## config.mk

```make
export PLATFORM = sky130hd
export DESIGN_NAME = button_press_classifier_unit
export DESIGN_NICKNAME = d
export VERILOG_FILES = /design/src/sv/bpc_pkg.sv /design/src/sv/button_press_classifier_unit.sv /design/src/sv/bpc_cfg_regs.sv /design/src/sv/bpc_in_reg.sv /design/src/sv/bpc_step.sv
export SDC_FILE = /design/constraint.sdc
export NUM_CORES = 1
export LEC_CHECK = 0
export BUFFER_PORTS_ARGS = -buffer_cell sky130_fd_sc_hd__clkbuf_2
export CELL_PAD_IN_SITES_DETAIL_PLACEMENT = 1
export CELL_PAD_IN_SITES_GLOBAL_PLACEMENT = 1
export CORE_AREA = 2 2 199 201
export CTS_CLUSTER_DIAMETER = 40
export DETAILED_ROUTE_END_ITERATION = 10
export DIE_AREA = 0 0 201 203
export MAX_ROUTING_LAYER = met4
export PLACE_DENSITY = 0.89
export RECOVER_POWER = 100
export REMOVE_ABC_BUFFERS = 1
export SLEW_MARGIN = 5
export SYNTH_ARGS = -nofsm -noshare
export SYNTH_HDL_FRONTEND = slang
export SYNTH_SLANG_ARGS = --single-unit
export TNS_END_PERCENT = 50
```

## constraint.sdc

```tcl
create_clock -name clk -period 9.3 [get_ports clk]
set_clock_uncertainty 0.15 [all_clocks]
set_input_delay 1.395 -clock clk [delete_from_list [all_inputs] [get_ports clk]]
set_output_delay 1.395 -clock clk [all_outputs]
set_load 0.03 [all_outputs]
```

## src/sv/bpc_pkg.sv

```systemverilog
`timescale 1ns / 1ps

package bpc_pkg;

  localparam int unsigned TimeW = 32;
  localparam int unsigned CfgAddrW = 5;
  localparam int unsigned CfgDataW = 32;

  typedef enum logic [1:0] {
    EV_NONE   = 2'd0,
    EV_SHORT  = 2'd1,
    EV_LONG   = 2'd2,
    EV_DOUBLE = 2'd3
  } bpc_event_t;

  typedef enum logic [2:0] {
    REG_POLARITY  = 3'd0,
    REG_DEBOUNCE  = 3'd1,
    REG_LONG      = 3'd2,
    REG_REPEAT    = 3'd3,
    REG_DOUBLE    = 3'd4,
    REG_REPEAT_EN = 3'd5
  } bpc_reg_t;

  typedef struct packed {
    logic        polarity_active_low;
    logic [15:0] debounce_time;
    logic [15:0] long_press_time;
    logic [15:0] repeat_time;
    logic [15:0] double_click_time;
    logic        repeat_enable;
  } bpc_cfg_t;

  typedef struct packed {
    logic             raw_level;
    logic [TimeW-1:0] time_ms;
  } bpc_sample_t;

  typedef struct packed {
    bpc_event_t event_res;
    logic       pressed_now;
  } bpc_result_t;

endpackage

```

## src/sv/button_press_classifier_unit.sv

```systemverilog
`timescale 1ns / 1ps
// Channel  Direction  Transaction contents
// in_      slave      tdata[0] raw_level, tdata[32:1] time_ms
// out_     master     tdata[1:0] event_res, tdata[2] pressed_now
// cfg_     APB        six registers at byte address 4*index
//
// One sample per cycle sustained unless out_ stalls; a result reaches out_
// via the input register, then the classifier step into the result
// register. Synchronous active-low reset clears all press state and loads
// the default register values. A stalled out_ side holds the result
// register and back-pressures in_ through the input register.

module button_press_classifier_unit (
  input  logic        clk,
  input  logic        rst_n,
  input  logic        in_tvalid,
  output logic        in_tready,
  input  logic [39:0] in_tdata,   // [0] raw_level, [32:1] time_ms, [39:33] zero
  output logic        out_tvalid,
  input  logic        out_tready,
  output logic [7:0]  out_tdata,  // [1:0] event_res, [2] pressed_now, [7:3] zero
  input  logic        cfg_psel,
  input  logic        cfg_penable,
  input  logic        cfg_pwrite,
  input  logic [bpc_pkg::CfgAddrW-1:0] cfg_paddr,
  input  logic [bpc_pkg::CfgDataW-1:0] cfg_pwdata,
  output logic [bpc_pkg::CfgDataW-1:0] cfg_prdata,
  output logic        cfg_pready
);
  import bpc_pkg::*;

  bpc_cfg_t    cfg;
  bpc_sample_t in_sample, s_sample;
  bpc_result_t result;
  logic        s_valid, s_ready;

  assign in_sample.raw_level = in_tdata[0];
  assign in_sample.time_ms   = in_tdata[32:1];
  assign out_tdata = {5'd0, result.pressed_now, result.event_res};

  bpc_cfg_regs u_cfg (
    .clk     (clk),
    .rst_n   (rst_n),
    .psel    (cfg_psel),
    .penable (cfg_penable),
    .pwrite  (cfg_pwrite),
    .paddr   (cfg_paddr),
    .pwdata  (cfg_pwdata),
    .prdata  (cfg_prdata),
    .pready  (cfg_pready),
    .cfg     (cfg)
  );

  bpc_in_reg u_in (
    .clk       (clk),
    .rst_n     (rst_n),
    .in_valid  (in_tvalid),
    .in_ready  (in_tready),
    .in_sample (in_sample),
    .s_valid   (s_valid),
    .s_ready   (s_ready),
    .s_sample  (s_sample)
  );

  bpc_step u_step (
    .clk        (clk),
    .rst_n      (rst_n),
    .cfg        (cfg),
    .s_valid    (s_valid),
    .s_ready    (s_ready),
    .s_sample   (s_sample),
    .out_valid  (out_tvalid),
    .out_ready  (out_tready),
    .out_result (result)
  );

endmodule

```

## src/sv/bpc_cfg_regs.sv

```systemverilog
`timescale 1ns / 1ps

module bpc_cfg_regs (
  input  logic                      clk,
  input  logic                      rst_n,
  input  logic                      psel,
  input  logic                      penable,
  input  logic                      pwrite,
  input  logic [bpc_pkg::CfgAddrW-1:0] paddr,
  input  logic [bpc_pkg::CfgDataW-1:0] pwdata,
  output logic [bpc_pkg::CfgDataW-1:0] prdata,
  output logic                      pready,
  output bpc_pkg::bpc_cfg_t         cfg
);
  import bpc_pkg::*;

  bpc_cfg_t cfg_r;
  logic     wr_en;
  logic [2:0] idx;

  assign pready = 1'b1;
  assign wr_en  = psel & penable & pwrite & pready;
  assign idx    = paddr[4:2];
  assign cfg    = cfg_r;

  always_ff @(posedge clk) begin
    if (!rst_n) begin
      cfg_r.polarity_active_low <= 1'b1;
      cfg_r.debounce_time       <= 16'd50;
      cfg_r.long_press_time     <= 16'd1000;
      cfg_r.repeat_time         <= 16'd200;
      cfg_r.double_click_time   <= 16'd300;
      cfg_r.repeat_enable       <= 1'b0;
    end else if (wr_en) begin
      case (idx)
        REG_POLARITY:  cfg_r.polarity_active_low <= pwdata[0];
        REG_DEBOUNCE:  cfg_r.debounce_time       <= pwdata[15:0];
        REG_LONG:      cfg_r.long_press_time     <= pwdata[15:0];
        REG_REPEAT:    cfg_r.repeat_time         <= pwdata[15:0];
        REG_DOUBLE:    cfg_r.double_click_time   <= pwdata[15:0];
        REG_REPEAT_EN: cfg_r.repeat_enable       <= pwdata[0];
        default: ;
      endcase
    end
  end

  always_comb begin
    prdata = '0;
    case (idx)
      REG_POLARITY:  prdata = {31'd0, cfg_r.polarity_active_low};
      REG_DEBOUNCE:  prdata = {16'd0, cfg_r.debounce_time};
      REG_LONG:      prdata = {16'd0, cfg_r.long_press_time};
      REG_REPEAT:    prdata = {16'd0, cfg_r.repeat_time};
      REG_DOUBLE:    prdata = {16'd0, cfg_r.double_click_time};
      REG_REPEAT_EN: prdata = {31'd0, cfg_r.repeat_enable};
      default:       prdata = '0;
    endcase
  end

endmodule

```

## src/sv/bpc_in_reg.sv

```systemverilog
`timescale 1ns / 1ps

module bpc_in_reg (
  input  logic                  clk,
  input  logic                  rst_n,
  input  logic                  in_valid,
  output logic                  in_ready,
  input  bpc_pkg::bpc_sample_t  in_sample,
  output logic                  s_valid,
  input  logic                  s_ready,
  output bpc_pkg::bpc_sample_t  s_sample
);
  import bpc_pkg::*;

  logic        valid_r;
  bpc_sample_t sample_r;

  assign in_ready = ~valid_r | s_ready;
  assign s_valid  = valid_r;
  assign s_sample = sample_r;

  always_ff @(posedge clk) begin
    if (!rst_n) begin
      valid_r <= 1'b0;
    end else if (in_ready) begin
      valid_r <= in_valid;
    end
  end

  always_ff @(posedge clk) begin
    if (in_ready && in_valid) begin
      sample_r <= in_sample;
    end
  end

endmodule

```

## src/sv/bpc_step.sv

```systemverilog
`timescale 1ns / 1ps

module bpc_step (
  input  logic                  clk,
  input  logic                  rst_n,
  input  bpc_pkg::bpc_cfg_t     cfg,
  input  logic                  s_valid,
  output logic                  s_ready,
  input  bpc_pkg::bpc_sample_t  s_sample,
  output logic                  out_valid,
  input  logic                  out_ready,
  output bpc_pkg::bpc_result_t  out_result
);
  import bpc_pkg::*;

  logic             seeded_r, stable_r, long_held_r, awaiting_r;
  logic [TimeW-1:0] last_change_r, press_start_r, last_repeat_r, last_release_r;
  logic             stable_nxt, long_held_nxt, awaiting_nxt;
  logic [TimeW-1:0] last_change_nxt, press_start_nxt, last_repeat_nxt, last_release_nxt;
  logic             out_valid_r;
  bpc_result_t      result_r, result_nxt;

  logic             load;
  logic             cur, stable_eff, edge_ok, short_rel, long_first, long_rep, expired;
  logic [TimeW-1:0] now, d_chg, d_press, d_rep, d_rel;

  assign s_ready    = ~out_valid_r | out_ready;
  assign load       = s_valid & s_ready;
  assign out_valid  = out_valid_r;
  assign out_result = result_r;

  assign now        = s_sample.time_ms;
  assign cur        = cfg.polarity_active_low ? ~s_sample.raw_level : s_sample.raw_level;
  assign stable_eff = seeded_r ? stable_r : cur;
  assign d_chg      = now - last_change_r;
  assign d_press    = now - press_start_r;
  assign d_rep      = now - last_repeat_r;
  assign d_rel      = now - last_release_r;

  always_comb begin
    stable_nxt       = stable_eff;
    long_held_nxt    = long_held_r;
    awaiting_nxt     = awaiting_r;
    last_change_nxt  = last_change_r;
    press_start_nxt  = press_start_r;
    last_repeat_nxt  = last_repeat_r;
    last_release_nxt = last_release_r;
    result_nxt.event_res   = EV_NONE;
    result_nxt.pressed_now = cur;

    edge_ok   = (cur != stable_eff) && (d_chg > {16'd0, cfg.debounce_time});
    short_rel = edge_ok && !cur && !long_held_r
                && (d_press < {16'd0, cfg.long_press_time});
    // the press start is not yet restarted on a fresh press edge, so !edge_ok keeps that sample from being long
    long_first = cur && !edge_ok && !long_held_r
                 && (d_press > {16'd0, cfg.long_press_time});
    long_rep   = cur && !edge_ok && long_held_r && cfg.repeat_enable
                 && (d_press > {16'd0, cfg.long_press_time})
                 && (d_rep > {16'd0, cfg.repeat_time});
    expired    = awaiting_r && !short_rel && !long_first
                 && (d_rel > {16'd0, cfg.double_click_time});

    if (edge_ok) begin
      last_change_nxt = now;
      stable_nxt      = cur;
      long_held_nxt   = 1'b0;
      if (cur) begin
        press_start_nxt = now;
      end
    end

    if (short_rel) begin
      if (awaiting_r && (d_rel < {16'd0, cfg.double_click_time})) begin
        result_nxt.event_res = EV_DOUBLE;
        awaiting_nxt         = 1'b0;
      end else begin
        awaiting_nxt     = 1'b1;
        last_release_nxt = now;
      end
    end

    if (long_first) begin
      long_held_nxt        = 1'b1;
      awaiting_nxt         = 1'b0;
      last_repeat_nxt      = now;
      result_nxt.event_res = EV_LONG;
    end else if (long_rep) begin
      last_repeat_nxt      = now;
      result_nxt.event_res = EV_LONG;
    end

    if (expired) begin
      result_nxt.event_res = EV_SHORT;
      awaiting_nxt         = 1'b0;
    end
  end

  always_ff @(posedge clk) begin
    if (!rst_n) begin
      seeded_r       <= 1'b0;
      stable_r       <= 1'b0;
      long_held_r    <= 1'b0;
      awaiting_r     <= 1'b0;
      last_change_r  <= '0;
      press_start_r  <= '0;
      last_repeat_r  <= '0;
      last_release_r <= '0;
    end else if (load) begin
      seeded_r       <= 1'b1;
      stable_r       <= stable_nxt;
      long_held_r    <= long_held_nxt;
      awaiting_r     <= awaiting_nxt;
      last_change_r  <= last_change_nxt;
      press_start_r  <= press_start_nxt;
      last_repeat_r  <= last_repeat_nxt;
      last_release_r <= last_release_nxt;
    end
  end

  always_ff @(posedge clk) begin
    if (!rst_n) begin
      out_valid_r <= 1'b0;
    end else if (s_ready) begin
      out_valid_r <= s_valid;
    end
  end

  always_ff @(posedge clk) begin
    if (load) begin
      result_r <= result_nxt;
    end
  end

`ifndef SYNTH
  a_reset_empty: assert property (@(posedge clk) !rst_n |=> !out_valid_r)
    else $error("result register valid after reset");
  a_double_on_release: assert property (@(posedge clk) disable iff (!rst_n)
    (load && result_nxt.event_res == EV_DOUBLE) |-> !cur)
    else $error("double click reported while pressed");
  a_long_when_pressed: assert property (@(posedge clk) disable iff (!rst_n)
    (load && result_nxt.event_res == EV_LONG) |=> (long_held_r && out_result.pressed_now))
    else $error("long press without held state");
  a_short_clears_wait: assert property (@(posedge clk) disable iff (!rst_n)
    (load && result_nxt.event_res == EV_SHORT) |=> !awaiting_r)
    else $error("short press left window open");
`endif

endmodule
```

==> impl_metrics.csv <==
group,metric,value,unit
synthesis,syn-cell-area,19000,µm²
sta,slew_headroom,-0.885,
synthesis,synth_seq_area_share,0.267,
sta,rsz0062_at_grt,"false",
setup_path,worst_ep_required_time,9.65,ns
detailed_routing,drt_iter0_drc,1078,
detailed_routing,drtPass1Iterations,5,
setup_path,rrSetupSlack,0.82,ns
die,rows,72,
clock_tree,cts_buffer_depth,3,
synthesis,synth_seq_cells,236,
setup_path,path_buf_inv,2,
sta,max_freq,118,MHz
detailed_routing,wl_per_cell,21.6,µm
clock_tree,numCtsBuffers,49,
pwr,ir_worst_vdd,0.161,mV
synthesis,syn_inst,2458,
synthesis,ys_types,92,
placed_design,portBuffers,79,
setup_path,path_class,"reg -> reg",
synthesis,yosys_warnings,0,
die,die_y,203,µm
cells_and_area,diodes,0,
setup_path,path_cells,"inv_1 > ha_1 > fa_1 > nand2b_1 > a21oi_1 > nor2_1 > o21ai_0 > a21o_1 > a21oi_1 > xnor2_1 > ha_1 > nand4_1 > or2_2 > nor4_1 > o2111ai_1 > nor4_1 > nand4_1 > o41ai_4 > o211ai_1 > nor4_4 > clkbuf_2 > mux2i_1",
synthesis,synth-edff-count,36,
cells_and_area,layout.nets,2782,
die,ioPinCount,127,
sta,hold_slack,0.308,ns
job,drv_cap,7,
detailed_routing,vias,18607,
sta,final_hold_viol_count,0,
detailed_routing,vias_per_cell,6.07,
sta,slew_violations,339,
sta,tightest_slew,2.83,ns
sta,setup_tns,0,ns
clock_tree,root_buffer,"clkbuf_16",
cells_and_area,area_growth,12.0,%
cells_and_area,layout_commonest_cell,"nand2_1",
clock_tree,cts_hold_buf,0,
setup_path,path_max_fanout,21,
grt,grt_use_total,0.332,
clock_tree,cts_tree,"done",
placed_design,dp_cells,2973,
grt,grt_max_degree,85,
synthesis,netlist.area_leader.share,0.210,
clock_tree,post_cts_buffers,0,
grt,overflow,0,
die,die-area,40800,µm²
detailed_routing,drc,0,
clock_tree,cts.clk_slew.worst_paths,0.05,ns
run_status,status,"finished, violations left",
synthesis,avgSynthCellArea,7.74,µm²
placed_design,post-dp-hpwl,50500,µm
clock_tree,cts_resized,0,
sta,setup_viol,0,
cells_and_area,drive_gt1_frac,0.0758,
synthesis,synth_area_leaders,"dfxtp_1 (21%), ha_1 (12%), mux2i_1 (7.3%)",
sta,layout_min_cycle_time,8.48,ns
setup_path,worst_path_max_delay_cell,"nor4_4",
setup_path,cpPeakStageDelay,1.00,ns
worst_hold_path,min_path_type,"reg -> reg",
placed_design,gp_congestion,0.960,
sta,period_share,0.912,
die,start_util,0.495,
pwr,p_leak,0.00819,µW
setup_path,cp.arrival,8.83,ns
clock_tree,cts.sinks,236,
cells_and_area,fillerInstances,4786,
setup_path,end_kind,"flip-flop",
run_status,violations,"max-capacitance violations, max-slew violations",
cells_and_area,stdcell_area,21300,µm²
clock_tree,h-tree-depth,2,
cells_and_area,stdcell_count,3065,
setup_path,cp-start-kind,"flip-flop",
die,core_area,38500,µm²
pwr,power.density,168,nW/µm²
placed_design,place_area,19700,µm²
synthesis,yosys.area.top_type,"dfxtp_1",
clock_tree,clk_latency,0.60,ns
grt,grt_pass1_vias,19664,
grt,antenna_found_initial,0,
setup_path,critical_path.top_delay_family,"simple AND/OR/NAND/NOR gates",
cells_and_area,final_cell_mix,"nand2_1 (330), inv_1 (219), nor2_1 (213)",
pwr,total_power,3570,µW
synthesis,synth_flop_cell,"dfxtp_1",
detailed_routing,ant_nets,0,
die,die_w,201,µm
grt,grt_pass1_wl,105000,µm
detailed_routing,wirelength,66300,µm
synthesis,ys_async_sr_fraction,0,
state kept, by name (all words and copies together), names as in the netlist:
name / count
u_step.out_result: 3
u_step.seeded_r: 1
u_step.last_change_r: 32
u_step.last_release_r: 32
u_in.s_sample: 33
u_step.stable_r: 1
u_cfg.cfg: 66
u_in.s_valid: 1
u_step.long_held_r: 1
u_step.out_valid: 1
u_step.awaiting_r: 1
u_step.last_repeat_r: 32
u_step.press_start_r: 32
worst min-delay path: stages, from the launching register on:
cell and delay, ns:
dfxtp_1 0.30, nand2_1 0.05, mux2i_1 0.05
final timing paths:
path / start / to / cells after the start
setup / recovery: u_in.s_sample[0] / u_step.last_repeat_r[7] / 22
hold / removal: u_step.last_repeat_r[16] / u_step.last_repeat_r[16] / 2
setup reg to reg: u_in.s_sample[0] / u_step.last_repeat_r[7] / 22
hold reg to reg: u_step.last_repeat_r[16] / u_step.last_repeat_r[16] / 2
layout make-up:
type | count | area (µm²) | area share
clock buffer | 54 | 1270 | 0.0594
clock inverter | 38 | 392 | 0.0184
inverter | 220 | 827 | 0.0388
multi-input combinational | 1895 | 12600 | 0.589
sequential | 236 | 5080 | 0.239
tap | 518 | 648 | 0.0304
timing repair buffer | 104 | 532 | 0.0250
per-layer routing:
metal | track usage | up-vias | share of wire
li1 | - | 8782 | -
met3 | 0.0350 | 150 | 0.046
met5 | - | - | 0
met4 | 0.127 | 0 | 0.035
met1 | 0.398 | 9217 | 0.43
met2 | 0.576 | 458 | 0.49
power by group:
| group | internal (µW) | total, µW | switching, µW |
|---|---|---|---|
| clock network | 1100 | 1770 | 671 |
| registers | 1060 | 1090 | 27.1 |
| logic | 257 | 714 | 457 |
Yosys cell counts, types with 39 or more instances:
master / n
nor3_1: 45
nand3_1: 39
o21ai_0: 125
nor2_1: 213
a21o_1: 50
xnor2_1: 58
dfxtp_1: 200
ha_1: 188
nand2_1: 330
a21oi_1: 209
inv_1: 219
o211ai_1: 47
mux2i_1: 139
nand4_1: 49
clkbuf_1: 80
cell families (layout without fill, tap and decap cells):
family,after synthesis,after routing,share of synthesized area
adder cells (fa/ha/maj),192,192,0.128
flip-flops,236,236,0.267
AO/OA/AOI/OAI,640,640,0.217
AND/OR/NAND/NOR,809,809,0.195
XOR/XNOR,90,90,0.0414
other,2,22,0.000395
multiplexers,142,142,0.0749
buffers and inverters,347,416,0.0768
per-stage QoR:
stage                     worst slack, ns  utilization
after floorplan                      2.36            -
after global placement               2.10        0.513
after detailed placement             1.72        0.513
after CTS                            1.68        0.556
after global routing                0.587        0.554
final                               0.819        0.554
(Power assumes the default switching activity.)
